## config.mk

```make
export PLATFORM = sky130hd
export DESIGN_NAME = dda_line_rasterizer
export DESIGN_NICKNAME = d
export VERILOG_FILES = /design/src/dda_pkg.sv /design/src/dda_line_rasterizer.sv
export SDC_FILE = /design/constraint.sdc
export NUM_CORES = 1
export LEC_CHECK = 0
export ABC_AREA = 1
export BUFFER_PORTS_ARGS = -buffer_cell sky130_fd_sc_hd__clkbuf_2
export CAP_MARGIN = 20
export CORE_AREA = 2 2 147 149
export CTS_CLUSTER_SIZE = 28
export DETAILED_ROUTE_END_ITERATION = 10
export DIE_AREA = 0 0 149 151
export PLACE_DENSITY = 0.77
export SLEW_MARGIN = 20
export SYNTH_ARGS = -nofsm -noshare
export SYNTH_HDL_FRONTEND = slang
export SYNTH_SLANG_ARGS = --single-unit
```

## constraint.sdc

```tcl
create_clock -name clk_i -period 8.4 [get_ports clk_i]
set_clock_uncertainty 0.1 [all_clocks]
set_input_delay 0 -clock clk_i [delete_from_list [all_inputs] [get_ports clk_i]]
set_output_delay 0 -clock clk_i [all_outputs]
set_load 0.02 [all_outputs]
```

## src/dda_pkg.sv

```systemverilog
package dda_pkg;

  // Width of the pixel coordinate fields on the ports
  localparam int unsigned PIX_W = 6;

  // Program counter of the sequencer
  localparam int unsigned PC_W = 3;

  typedef struct packed {
    logic [PIX_W-1:0] x_start;
    logic [PIX_W-1:0] y_start;
    logic [PIX_W-1:0] x_end;
    logic [PIX_W-1:0] y_end;
  } line_req_t;

  typedef struct packed {
    logic [PIX_W-1:0] pixel_x;
    logic [PIX_W-1:0] pixel_y;
    logic             last_pixel;
  } pixel_t;

  // Datapath operation selected by a control word
  typedef enum logic [2:0] {
    OP_FETCH,
    OP_SETUP,
    OP_DIV_INT,
    OP_DIV_FRAC,
    OP_FINISH,
    OP_EMIT
  } op_e;

  // Branch condition of a control word
  typedef enum logic [2:0] {
    COND_ALWAYS,
    COND_IN_XFER,
    COND_STEPS_ZERO,
    COND_DIV_DONE,
    COND_LINE_DONE
  } cond_e;

  // One microcode word: taken branch goes to target, otherwise hold or fall through
  typedef struct packed {
    op_e             op;
    cond_e           cond;
    logic            hold;
    logic [PC_W-1:0] target;
  } ucode_t;

  // Program addresses
  localparam logic [PC_W-1:0] PC_FETCH    = 3'd0;
  localparam logic [PC_W-1:0] PC_SETUP    = 3'd1;
  localparam logic [PC_W-1:0] PC_DIV_INT  = 3'd2;
  localparam logic [PC_W-1:0] PC_DIV_FRAC = 3'd3;
  localparam logic [PC_W-1:0] PC_FINISH   = 3'd4;
  localparam logic [PC_W-1:0] PC_EMIT     = 3'd5;

  // Control store
  function automatic ucode_t ucode_rom(input logic [PC_W-1:0] pc);
    ucode_t w;
    unique case (pc)
      PC_FETCH:    w = '{op: OP_FETCH,    cond: COND_IN_XFER,    hold: 1'b1, target: PC_SETUP};
      PC_SETUP:    w = '{op: OP_SETUP,    cond: COND_STEPS_ZERO, hold: 1'b0, target: PC_FINISH};
      PC_DIV_INT:  w = '{op: OP_DIV_INT,  cond: COND_ALWAYS,     hold: 1'b0, target: PC_DIV_FRAC};
      PC_DIV_FRAC: w = '{op: OP_DIV_FRAC, cond: COND_DIV_DONE,   hold: 1'b1, target: PC_FINISH};
      PC_FINISH:   w = '{op: OP_FINISH,   cond: COND_ALWAYS,     hold: 1'b0, target: PC_EMIT};
      PC_EMIT:     w = '{op: OP_EMIT,     cond: COND_LINE_DONE,  hold: 1'b1, target: PC_FETCH};
      default:     w = '{op: OP_FETCH,    cond: COND_ALWAYS,     hold: 1'b0, target: PC_FETCH};
    endcase
    return w;
  endfunction

endpackage

```

## src/dda_line_rasterizer.sv

```systemverilog
// Steps per line: fetch on the input transfer, setup, the integer divide step, the fraction
// divide steps, finish, then emit; equal endpoints skip the divider and go on to finish.
// A new line is taken only after the last pixel of the previous one has been emitted;
// pixels leave at one per cycle while the output does not stall, and output stalls hold them.
// The divider is bit-serial, one quotient bit per cycle for both axes.
// Reset: asynchronous, active low; sequencer to the fetch step, output register emptied.
module dda_line_rasterizer #(
  parameter int unsigned COORD_BITS    = 6,
  parameter int unsigned FRACTION_BITS = 16
) (
  input  logic               clk_i,
  input  logic               rst_ni,
  input  logic               in_valid_i,
  output logic               in_stall_o,
  input  dda_pkg::line_req_t in_data_i,
  output logic               out_valid_o,
  input  logic               out_stall_i,
  output dda_pkg::pixel_t    out_data_o
);

  localparam int unsigned C   = COORD_BITS;
  localparam int unsigned F   = FRACTION_BITS;
  localparam int unsigned W   = C + 1 + F;
  localparam int unsigned CNT = $clog2(F);

  // Sequencer
  logic [dda_pkg::PC_W-1:0] pc_q, pc_d;
  dda_pkg::ucode_t          uw;
  logic                     cond_ok;

  // Captured endpoints
  logic [C-1:0] xs_q, ys_q, xe_q, ye_q;

  // Setup arithmetic
  logic [C:0]   dx, dy;
  logic [C:0]   dx_neg, dy_neg;
  logic [C-1:0] adx, ady, steps_c;

  // Divider lanes
  logic [C-1:0]   div_q;
  logic [C:0]     rx_q, ry_q;
  logic [F:0]     qx_q, qy_q;
  logic           negx_q, negy_q;
  logic [CNT-1:0] cnt_q;
  logic [C:0]     tx, ty;
  logic           bx, by;

  // Walk
  logic [W-1:0] accx_q, accy_q, incx_q, incy_q;
  logic [C-1:0] rem_q;
  logic         emit_fire;

  // Output register
  logic            out_valid_q, out_valid_d;
  dda_pkg::pixel_t out_q;

  assign uw = dda_pkg::ucode_rom(pc_q);

  // Axis distances and step count
  assign dx      = {1'b0, xe_q} - {1'b0, xs_q};
  assign dy      = {1'b0, ye_q} - {1'b0, ys_q};
  assign dx_neg  = -dx;
  assign dy_neg  = -dy;
  assign adx     = dx[C] ? dx_neg[C-1:0] : dx[C-1:0];
  assign ady     = dy[C] ? dy_neg[C-1:0] : dy[C-1:0];
  assign steps_c = (adx > ady) ? adx : ady;

  // One restoring division step per lane: shift in a zero (not in the integer step), compare, subtract
  always_comb begin
    if (uw.op == dda_pkg::OP_DIV_INT) begin
      tx = rx_q;
      ty = ry_q;
    end else begin
      tx = {rx_q[C-1:0], 1'b0};
      ty = {ry_q[C-1:0], 1'b0};
    end
    bx = (tx >= {1'b0, div_q});
    by = (ty >= {1'b0, div_q});
  end

  assign emit_fire = (uw.op == dda_pkg::OP_EMIT) && (!out_valid_q || !out_stall_i);

  // Branch condition
  always_comb begin
    case (uw.cond)
      dda_pkg::COND_ALWAYS:     cond_ok = 1'b1;
      dda_pkg::COND_IN_XFER:    cond_ok = in_valid_i;
      dda_pkg::COND_STEPS_ZERO: cond_ok = (steps_c == '0);
      dda_pkg::COND_DIV_DONE:   cond_ok = (cnt_q == '0);
      dda_pkg::COND_LINE_DONE:  cond_ok = emit_fire && (rem_q == '0);
      default:                  cond_ok = 1'b1;
    endcase
  end

  // Next program address
  always_comb begin
    if (cond_ok) begin
      pc_d = uw.target;
    end else if (uw.hold) begin
      pc_d = pc_q;
    end else begin
      pc_d = pc_q + 1'b1;
    end
  end

  always_ff @(posedge clk_i or negedge rst_ni) begin
    if (!rst_ni) begin
      pc_q <= dda_pkg::PC_FETCH;
    end else begin
      pc_q <= pc_d;
    end
  end

  // Datapath driven by the current control word
  always_ff @(posedge clk_i) begin
    case (uw.op)
      dda_pkg::OP_FETCH: begin
        if (in_valid_i) begin
          xs_q <= in_data_i.x_start[C-1:0];
          ys_q <= in_data_i.y_start[C-1:0];
          xe_q <= in_data_i.x_end[C-1:0];
          ye_q <= in_data_i.y_end[C-1:0];
        end
      end
      dda_pkg::OP_SETUP: begin
        div_q  <= steps_c;
        rem_q  <= steps_c;
        rx_q   <= {1'b0, adx};
        ry_q   <= {1'b0, ady};
        qx_q   <= '0;
        qy_q   <= '0;
        negx_q <= dx[C];
        negy_q <= dy[C];
        cnt_q  <= CNT'(F - 1);
        accx_q <= {1'b0, xs_q, {F{1'b0}}};
        accy_q <= {1'b0, ys_q, {F{1'b0}}};
      end
      dda_pkg::OP_DIV_INT, dda_pkg::OP_DIV_FRAC: begin
        rx_q <= bx ? (tx - {1'b0, div_q}) : tx;
        ry_q <= by ? (ty - {1'b0, div_q}) : ty;
        qx_q <= {qx_q[F-1:0], bx};
        qy_q <= {qy_q[F-1:0], by};
        if (uw.op == dda_pkg::OP_DIV_FRAC) begin
          cnt_q <= cnt_q - 1'b1;
        end
      end
      dda_pkg::OP_FINISH: begin
        // Apply the axis direction to the unsigned quotient
        incx_q <= negx_q ? -W'(qx_q) : W'(qx_q);
        incy_q <= negy_q ? -W'(qy_q) : W'(qy_q);
      end
      dda_pkg::OP_EMIT: begin
        if (emit_fire) begin
          accx_q <= accx_q + incx_q;
          accy_q <= accy_q + incy_q;
          rem_q  <= rem_q - 1'b1;
        end
      end
      default: begin
      end
    endcase
  end

  // Output register: integer part of the accumulators, clamped at zero
  always_comb begin
    if (emit_fire) begin
      out_valid_d = 1'b1;
    end else if (out_stall_i) begin
      out_valid_d = out_valid_q;
    end else begin
      out_valid_d = 1'b0;
    end
  end

  always_ff @(posedge clk_i or negedge rst_ni) begin
    if (!rst_ni) begin
      out_valid_q <= 1'b0;
    end else begin
      out_valid_q <= out_valid_d;
    end
  end

  always_ff @(posedge clk_i) begin
    if (emit_fire) begin
      out_q.pixel_x    <= accx_q[W-1] ? '0 : dda_pkg::PIX_W'(accx_q[F +: C]);
      out_q.pixel_y    <= accy_q[W-1] ? '0 : dda_pkg::PIX_W'(accy_q[F +: C]);
      out_q.last_pixel <= (rem_q == '0);
    end
  end

  assign in_stall_o  = (uw.op != dda_pkg::OP_FETCH);
  assign out_valid_o = out_valid_q;
  assign out_data_o  = out_q;

endmodule
```

# Word-level counts from Yosys, hierarchy flattened
# Cells that the tools add are included.
# word_totals
ff_bits	199
latch_bits	0
ramBits	0
rom_bits	0
input_bits	28
out_inout_bits	15
word_cells	102
n_memories	0
# classes
addsub	13
n_mul	0
div_mod_pow	0
magnitude_cmp	3
eq_ne	18
shift	0
n_mux	27
bitwise	0
reduce_logical	17
# op_table
operator	n
23-bit one-hot mux with 2 select lines	2
17-bit one-hot mux with 2 select lines	2
10-bit one-hot mux with 6 select lines	1
23-bit adder	2
23-bit two-way mux	2
17-bit negation with 23-bit output	2
17-bit two-way mux	2
7-bit two-way mux	4
7-bit one-hot mux with 2 select lines	2
6-bit two-way mux	4
3-bit by 2-bit equality test with 1-bit output (second input constant)	6
3-bit equality test (second input constant)	5
7-bit by 6-bit >= comparator with 1-bit output	2
6-bit by 6-bit subtractor with 7-bit output	2
7-bit by 6-bit subtractor with 7-bit output	2
6-bit logical NOT	2
6-bit negation	2
6-bit one-hot mux with 2 select lines	1
3-bit by 1-bit equality test with 1-bit output (second input constant)	3
4-bit one-hot mux with 2 select lines	1
6-bit greater-than comparator	1
3-bit logical NOT	2
3-bit two-way mux	2
2-bit AND reduction	3
other kinds (15)	21

# Depth between registers and ports, before layout
# Gate-level depths: netlist (run 1).
# depth
depth_word	8
mapped_depth	29
ltp_nobuf	29

# Worst setup path before layout (run 1)
# Ideal clock, no wire load.
# synth_timing
path_type	reg-to-reg
start	reg xs_q[0]
end	reg pc_q[2] (netlist name)
setup_time_ns	0.118
t_arrival_ns	3.150
t_required_ns	8.182
setup_slack_ns	5.032
path_stages_with_launch	29
path_buffers	0
period_less_slack_ns	3.368
cell_sequence	edfxtp_1 -> ha_1 -> fa_1 -> inv_1 -> nand3_1 -> nand2_1 -> nand2_1 -> nand2_1 -> nand3_1 -> nand2_1 -> nand2_1 -> nand2_1 -> inv_1 -> ha_1 -> nand2_1 -> nor2_1 -> nand2_1 -> nand3_1 -> nand2_4 -> inv_1 -> nand2_1 -> nand2_2 -> nand2_1 -> nor2_2 -> nand3_4 -> nand2_4 -> nand2_2 -> nand3_2 -> nand2_1
# synth_between
elab_chain_len	8
elab_cells_between_ends	9
cone_classes	2 x add/sub; 1 x order compare; 1 x eq/ne; 4 x mux; 1 x reduce/logical
# synth_lines
element	line	source
from (decl)	dda_line_rasterizer.sv:32	logic [C-1:0] xs_q, ys_q, xe_q, ye_q;
from (signal assigned)	dda_line_rasterizer.sv:119	xs_q <= in_data_i.x_start[C-1:0];
6-bit by 6-bit subtractor with 7-bit output (*)	dda_line_rasterizer.sv:60	assign dx = {1'b0, xe_q} - {1'b0, xs_q};
6-bit negation	dda_line_rasterizer.sv:62	assign dx_neg = -dx;
6-bit two-way mux (*)	dda_line_rasterizer.sv:64	assign adx = dx[C] ? dx_neg[C-1:0] : dx[C-1:0];
6-bit greater-than comparator	dda_line_rasterizer.sv:66	assign steps_c = (adx > ady) ? adx : ady;
6-bit two-way mux (*)	dda_line_rasterizer.sv:66	
6-bit logical NOT (*)	dda_line_rasterizer.sv:88	dda_pkg::COND_STEPS_ZERO: cond_ok = (steps_c == '0);
1-bit one-hot mux with 4 select lines (*)	dda_line_rasterizer.sv:85	case (uw.cond)
2-bit by 1-bit != test with 1-bit output (no source line) or 3-bit two-way mux (tied branches)	-	
to (signal assigned)	dda_line_rasterizer.sv:108	pc_q <= dda_pkg::PC_FETCH;
to (signal assigned)	dda_line_rasterizer.sv:110	pc_q <= pc_d;
to (decl)	dda_line_rasterizer.sv:27	logic [dda_pkg::PC_W-1:0] pc_q, pc_d;
# Mark *: on every way between the ends. The rest lies on a longest branch, timed or not.
# A chain may end at the register's enable or synchronous reset.

# Final worst setup path (run 1)
# layout_timing
start	reg pc_q[1] (netlist name)
end	reg rx_q[2], data pin
# layout_between
elab_chain_len	7
elab_cells_between_ends	16
cone_classes	1 x add/sub; 1 x order compare; 8 x eq/ne; 4 x mux; 2 x reduce/logical
# layout_lines
element	line	source
3-bit equality test (tied with other cells)	dda_pkg.sv:60	unique case (pc)
10-bit one-hot mux with 6 select lines (*)	dda_pkg.sv:60	
3-bit by 2-bit equality test with 1-bit output	dda_line_rasterizer.sv:70, dda_line_rasterizer.sv:116	
7-bit two-way mux	dda_line_rasterizer.sv:70	if (uw.op == dda_pkg::OP_DIV_INT) begin
7-bit by 6-bit subtractor with 7-bit output or 7-bit by 6-bit >= comparator with 1-bit output (tied branches)	dda_line_rasterizer.sv:139, dda_line_rasterizer.sv:77	
7-bit two-way mux	dda_line_rasterizer.sv:139	rx_q <= bx ? (tx - {1'b0, div_q}) : tx;
7-bit one-hot mux with 2 select lines (*)	dda_line_rasterizer.sv:116	case (uw.op)
to (signal assigned)	dda_line_rasterizer.sv:128	rx_q <= {1'b0, adx};
to (signal assigned)	dda_line_rasterizer.sv:139	
to (decl)	dda_line_rasterizer.sv:41	logic [C:0] rx_q, ry_q;
# Marks and branches as above.

==> metrics.cfg, run 1 <==
[cts]
post_cts_resized = 0
post-cts-setup-buffers = 0
cts-hold-fix-buffers = 28
numCtsBuffers = 17
clkSinkCount = 199
root_buffer = clkbuf_16
cts_tree = yes
cts.clk_slew.worst_paths_ps = 90
clockBufferDepth = 2
worstSkewPairLatency_ps = 450
ctsHtreeMaxLevel = 4

[sta]
layout_setup_ws_ps = 4010
slew_headroom = 0.286
rsz0062_at_grt = false
setup-tns-final_ps = 0
fin_crit_sh = 0.523
hold_violations = 0
holdWs_ps = 159
fmaxAchievable_mhz = 228
tightest_slew_ps = 1070
post-route-min-period_ps = 4390
setup_viol = 0
slew_viol_final = 0

[critical_path]
crit_path_start = pc_q[1]$_DFFE_PN0P_
cp.arrival_ps = 4480
worstSetupEndpointType = flop
critical_path_class = flop to flop
slowest_stage = nor2_4
reg2reg_slack_ps = 4010
cp-start-kind = flop
critPathMaxFanout = 25
cp_cell_sequence = inv_1, ha_1, nand2_2, nand2_2, nor2_4, nand2_4, inv_2, nand2_1, o21ai_0, ha_1, a21oi_1, nand2_1, nand2_1, nand2_1, a21oi_1, nor2_1, nor2_4, inv_2, o211ai_1, o21ai_1
reg2reg_depth = 20
max_stage_delay_ps = 460
crit_required_ps = 8490
rr_endpoint = rx_q[2]$_DFFE_PP_
crit_top_cell = nand2_1
critPathBufInv = 3
crit_family = simple AND/OR/NAND/NOR gates
r2r-start = pc_q[1]$_DFFE_PN0P_

[synthesis]
syn_inst = 1362
ys_types = 53
yosys.area.top_type = edfxtp_1
ys_seq_elements = 199
ys_warn_count = 0
synthTopCellsByCount = nand2_1 (245), inv_1 (200), edfxtp_1 (195)
ys_seq_area_frac = 0.482
synth.most_common_cell = nand2_1
synth_area_leaders = edfxtp_1 (47%), ha_1 (8.9%), nand2_1 (7.4%)
ys_async_sr_fraction = 0.0201
yosysTopAreaCellShare = 0.474
syn-num-nets = 1484
synth_edf_count = 195
syn-cell-area_um2 = 12400
synth-main-ff-cell = edfxtp_1
avgSynthCellArea_um2 = 9.08

[hold_path]
hold_path_class = primary input to flop
worstHoldPathCells = 2
worstHoldStart = in_data_i[16]
hold_end = ys_q[4]$_DFFE_PP_

[layout]
antenna_cells = 0
final_nets = 1554
area_growth_syn_to_layout_pct = 11.2
seqCellArea_um2 = 5960
final_layout_size_suffix_gt1_frac = 0.107
nFillCells = 1646
postLayoutCoreUtil = 0.660
multi_input_area_um2 = 5520

[place]
dp_slack_ps = 4070
gp_congestion = 0.894
dp_hpwl_um = 19200
io_buffers = 42

[floorplanning]
num_rows = 53
die_area_um2 = 22500
core-area_um2 = 20800
die_y_um = 151
die_x_um = 149
num_io_pins = 43
initial_core_util = 0.594

[job]
maxCapViolCount = 0

[drt]
via_count = 9584
drc = 0
wl_um = 26500
drt_iter0_markers = 690
dr.pass1.iters = 5
final_antenna_net_count = 0
wl_per_cell_um = 15.4
via_per_inst = 5.57

[global_routing]
grt_max_degree = 53
track_usage = 0.242
grt_pass1_wl_um = 43100
antenna_found_initial = 0
grt_pass1_vias = 9086
grt_overflow = 0

[outcome]
outcome = complete, no violations

## layout make-up
class / count / area share
Sequential cell: 199 / 0.433
Multi-Input combinational cell: 930 / 0.402
Clock buffer: 17 / 0.0310
Timing Repair Buffer: 73 / 0.0373
Tap cell: 275 / 0.0250
Inverter: 211 / 0.0578
Clock inverter: 15 / 0.0136
## through the flow
step | instances | instance area (µm²)
6_report | 1720 | 13700
5_1_grt | 1720 | 13700
4_1_cts | 1720 | 13700
3_5_place_dp | 1660 | 12900
3_3_place_gp | 1660 | 12800
2_1_floorplan | 1362 | 12400
## logic make-up after synthesis
logic type,count (synthesis),synth area share
compound gates,241,0.110
flops,199,0.482
xor+xnor,43,0.0305
fa+ha+maj,94,0.0988
buf+inv,233,0.0724
mux,1,0.00182
simple gates,551,0.205
## registers in the layout (all words and copies together) (netlist names), 6 cells and up
register / count
accx_q: 23
accy_q: 23
incx_q: 23
incy_q: 23
qx_q: 17
qy_q: 17
out_data_o: 13
rx_q: 7
ry_q: 7
div_q: 6
rem_q: 6
xe_q: 6
xs_q: 6
ye_q: 6
ys_q: 6
## worst max path at each step
stage                                endpoint  slack [ps]  depth (start not counted)
after global routing        rx_q[0]$_DFFE_PP_        3560                         20
after detailed placement    rx_q[0]$_DFFE_PP_        4070                         20
final                       rx_q[2]$_DFFE_PP_        4010                         20
after CTS                   rx_q[0]$_DFFE_PP_        4050                         20
after floorplan           pc_q[2]$_DFFE_PN0P_        5030                         28
after global placement      rx_q[2]$_DFFE_PP_        4260                         20
## placed cells by master, fill, tap and decap left out, types with 4 or more instances in the layout
cell,netlist,layout
inv_1,200,199
o21a_1,6,6
nand4_1,15,15
o21ai_1,7,7
ha_1,88,88
inv_8,0,4
nand2_2,19,20
fa_1,6,6
xnor2_1,8,8
o21ai_0,86,86
clkbuf_2,0,42
xor2_1,35,35
nand3b_1,4,4
nand3_2,5,5
nor3_1,14,14
a211oi_1,4,4
o21bai_1,8,8
edfxtp_1,195,195
nor2_4,4,4
a21o_1,6,6
inv_2,9,10
nor3_2,7,7
nand2_1,245,243
dfrtp_1,4,4
nand2_4,4,5
nand3_1,83,83
clkbuf_16,0,17
a31oi_1,14,14
nor4_1,5,5
nor2_1,121,120
nor2_2,5,6
inv_6,0,4
clkinv_8,0,5
or2_2,11,11
a21oi_1,90,90
dlygate4sd3_1,0,28
## layer usage
layer  routed length (µm)  track usage  vias to the layer above
li1                     -            -                     4761
met1                11900        0.328                     4451
met2                12400        0.395                      315
met3                 1440       0.0322                       57
met4                  741        0.102                        0
met5                    0            0                        -
Power of run 1 is left out: the tool's default activity adds up to more than one toggle a clock period on the data nets, which glitch-free logic cannot reach.
==> inputs of run 2 (changes only) <==
ABC_AREA = 0   (was 1)
CORE_AREA = 2 2 144 146   (was 2 2 147 149)
DIE_AREA = 0 0 146 148   (was 0 0 149 151)
clock period = 4.1 ns   (was 8.4 ns; I/O delays follow)
==> metrics.cfg, run 2 <==
[outcome]
outcome = finished with violations
violations = negative setup slack

[layout]
final_common_cell = edfxtp_1
seqCellArea_um2 = 5960  ; unchanged
final_nets = 1317  ; -15%
final_layout_size_suffix_gt1_frac = 0.161  ; +0.0533
area_growth_syn_to_layout_pct = 16.6
multi_input_area_um2 = 5690  ; +3.0%
postLayoutCoreUtil = 0.691  ; +0.0311
nFillCells = 1467  ; -11%
antenna_cells = 0  ; unchanged
final_cell_mix = edfxtp_1 (195), ha_1 (84), nor2_1 (80)
postLayoutCellArea_um2 = 13800  ; +0.77%

[synthesis]
ys_warn_count = 0  ; unchanged
synth.most_common_cell = edfxtp_1
synth_area_leaders = edfxtp_1 (49%), ha_1 (9.3%), xnor2_1 (3.7%)
syn_inst = 1068  ; -22%
syn-num-nets = 1190  ; -20%
avgSynthCellArea_um2 = 11.1  ; +23%
ys_types = 66  ; +25%
syn-cell-area_um2 = 11900  ; -3.9%
ys_async_sr_fraction = 0.0201  ; unchanged
yosysTopAreaCellShare = 0.493  ; +0.0193
yosys.area.top_type = edfxtp_1
ys_seq_elements = 199  ; unchanged
synth-main-ff-cell = edfxtp_1
ys_seq_area_frac = 0.501  ; +0.0196
synth_edf_count = 195  ; unchanged
synthTopCellsByCount = edfxtp_1 (195), ha_1 (88), nor2_1 (82)

[floorplanning]
die_area_um2 = 21600  ; -4.0%
die_x_um = 146  ; -2.0%
initial_core_util = 0.593  ; -0.000959
core-area_um2 = 20000  ; -3.8%
die_y_um = 148  ; -2.0%
num_rows = 52  ; -1.9%
num_io_pins = 43  ; unchanged

[global_routing]
antenna_found_initial = 0  ; unchanged
grt_max_degree = 53  ; unchanged
grt_overflow = 0  ; unchanged
track_usage = 0.236  ; -0.00563
grt_pass1_wl_um = 40700  ; -5.5%
grt_pass1_vias = 8334  ; -8.3%

[sta]
tightest_slew_ps = 774  ; -296 ps
hold_violations = 0  ; unchanged
layout_setup_ws_ps = -172  ; -4180 ps
setup_viol = 3  ; +3
post-route-min-period_ps = 4270  ; -117 ps
slew_headroom = 0.484  ; +0.198
fmaxAchievable_mhz = 234  ; +2.7%
holdWs_ps = 158  ; -0.225 ps
setup-tns-final_ps = -398  ; -398 ps
slew_viol_final = 0  ; unchanged
fin_crit_sh = 1.04  ; +0.519
rsz0062_at_grt = true

[cts]
ctsHtreeMaxLevel = 4  ; unchanged
numCtsBuffers = 17  ; unchanged
cts_tree = yes
root_buffer = clkbuf_16
clkSinkCount = 199  ; unchanged
cts.clk_slew.worst_paths_ps = 70  ; -20 ps
clockBufferDepth = 2  ; unchanged
worstSkewPairLatency_ps = 440  ; about the same

[critical_path]
reg2reg_depth = 17  ; -15%
max_stage_delay_ps = 360  ; -100 ps
slowest_stage = edfxtp_1
worstSetupEndpointType = flop
r2r-start = ye_q[0]$_DFFE_PP_
reg2reg_slack_ps = -170  ; -4180 ps
rr_endpoint = pc_q[0]$_DFFE_PN0P_
cp-start-kind = flop
cp_cell_sequence = inv_1, ha_2, fa_2, and2b_2, o221a_1, o21a_1, or2_2, mux2i_1, inv_1, ha_1, nand2b_1, a21oi_2, o32ai_4, mux2_4, o41ai_4, buf_4, mux2i_1
crit_required_ps = 4350  ; -4140 ps
cp.arrival_ps = 4520  ; +40 ps
critPathMaxFanout = 5  ; -80%
critical_path_class = flop to flop

[drt]
final_antenna_net_count = 0  ; unchanged
via_per_inst = 5.82  ; +4.5%
drt_iter0_markers = 651  ; -5.7%
drc = 0  ; unchanged
wl_per_cell_um = 17.0  ; +11%
via_count = 8603  ; -10%
dr.pass1.iters = 5  ; unchanged
wl_um = 25200  ; -4.9%

[place]
io_buffers = 42  ; unchanged
dp_hpwl_um = 17300  ; -10%
place_area_um2 = 12800  ; -0.58%
gp_congestion = 0.895  ; +0.17%

[hold_path]
worstHoldPathCells = 4  ; +2
hold_path_class = primary input to flop
hold_end = ys_q[0]$_DFFE_PP_
worstHoldStart = in_valid_i

[job]
maxCapViolCount = 0  ; unchanged

run 2: cell count changes in the layout (fill, tap and decap cells not counted), sizes merged, moves of 28 or more:
cell,change
xnor2,+42
o21ai,-28
inv,-151
buf,+64
a21oi,-35
nand2,-193
and2,+30
nor2,-48
nand3,-77
run 2: cell families (layout without fill, tap and decap cells):
family	after synthesis	after routing	share of synthesized area
AND/OR/NAND/NOR	311	311	0.130
multiplexers	38	38	0.0338
buffers and inverters	93	233	0.0319
flip-flops	199	199	0.501
XOR/XNOR	85	85	0.0627
adder cells (fa/ha/maj)	94	94	0.103
AO/OA/AOI/OAI	248	248	0.137
run 2: area by class of cell:
type	count	share of cell area
clock buffer	18	0.0310
clock inverter	14	0.0126
inverter	65	0.0176
multi-input combinational	776	0.411
sequential	199	0.430
tap	270	0.0244
timing repair buffer	136	0.0736
run 2: routing by layer:
layer	track usage	wire length, µm	share of wire
met5	0	0	0
met4	0.0951	659	0.026
met3	0.0466	1430	0.057
met2	0.399	12400	0.49
met1	0.303	10700	0.42
run 2: worst max-delay path: cells and delay by family, from the launching register on:
family / cells / cell delay (ps)
DFF: 1 / 360
muxes: 3 / 810
and+or+nand+nor: 3 / 630
buffers and inverters: 3 / 370
adders and majority gates: 3 / 720
AOI/OAI and AO/OA: 5 / 1190
run 2: worst max-delay path by stage:
stage,from,to,slack [ps],depth (start not counted)
3_5_place_dp,xs_q[0]$_DFFE_PP_,pc_q[0]$_DFFE_PN0P_,-270,16
3_3_place_gp,xs_q[0]$_DFFE_PP_,pc_q[1]$_DFFE_PN0P_,-120,14
5_1_grt,ys_q[0]$_DFFE_PP_,pc_q[0]$_DFFE_PN0P_,-380,17
6_report,ye_q[0]$_DFFE_PP_,pc_q[0]$_DFFE_PN0P_,-170,17
4_1_cts,ye_q[0]$_DFFE_PP_,pc_q[0]$_DFFE_PN0P_,-110,17
2_1_floorplan,ys_q[0]$_DFFE_PP_,pc_q[0]$_DFFE_PN0P_,20,16
run 2: what timing repair did:
item | in CTS | in global routing
pin swaps | 6 | 12
gates resized for setup | 13 | 21
setup endpoints to repair | 3 | 15
buffers inserted | 5 | 7
hold buffers | 27 | 0
hold endpoints to repair | 29 | 0
run 2: per-stage QoR:
step,cells,setup WS [ps]
floorplan,1068,17.9
global placement,1407,-122
detailed placement,1407,-274
CTS,1471,-111
global route,1478,-378
finish,1478,-172
Power of run 2 is left out for the same reason.
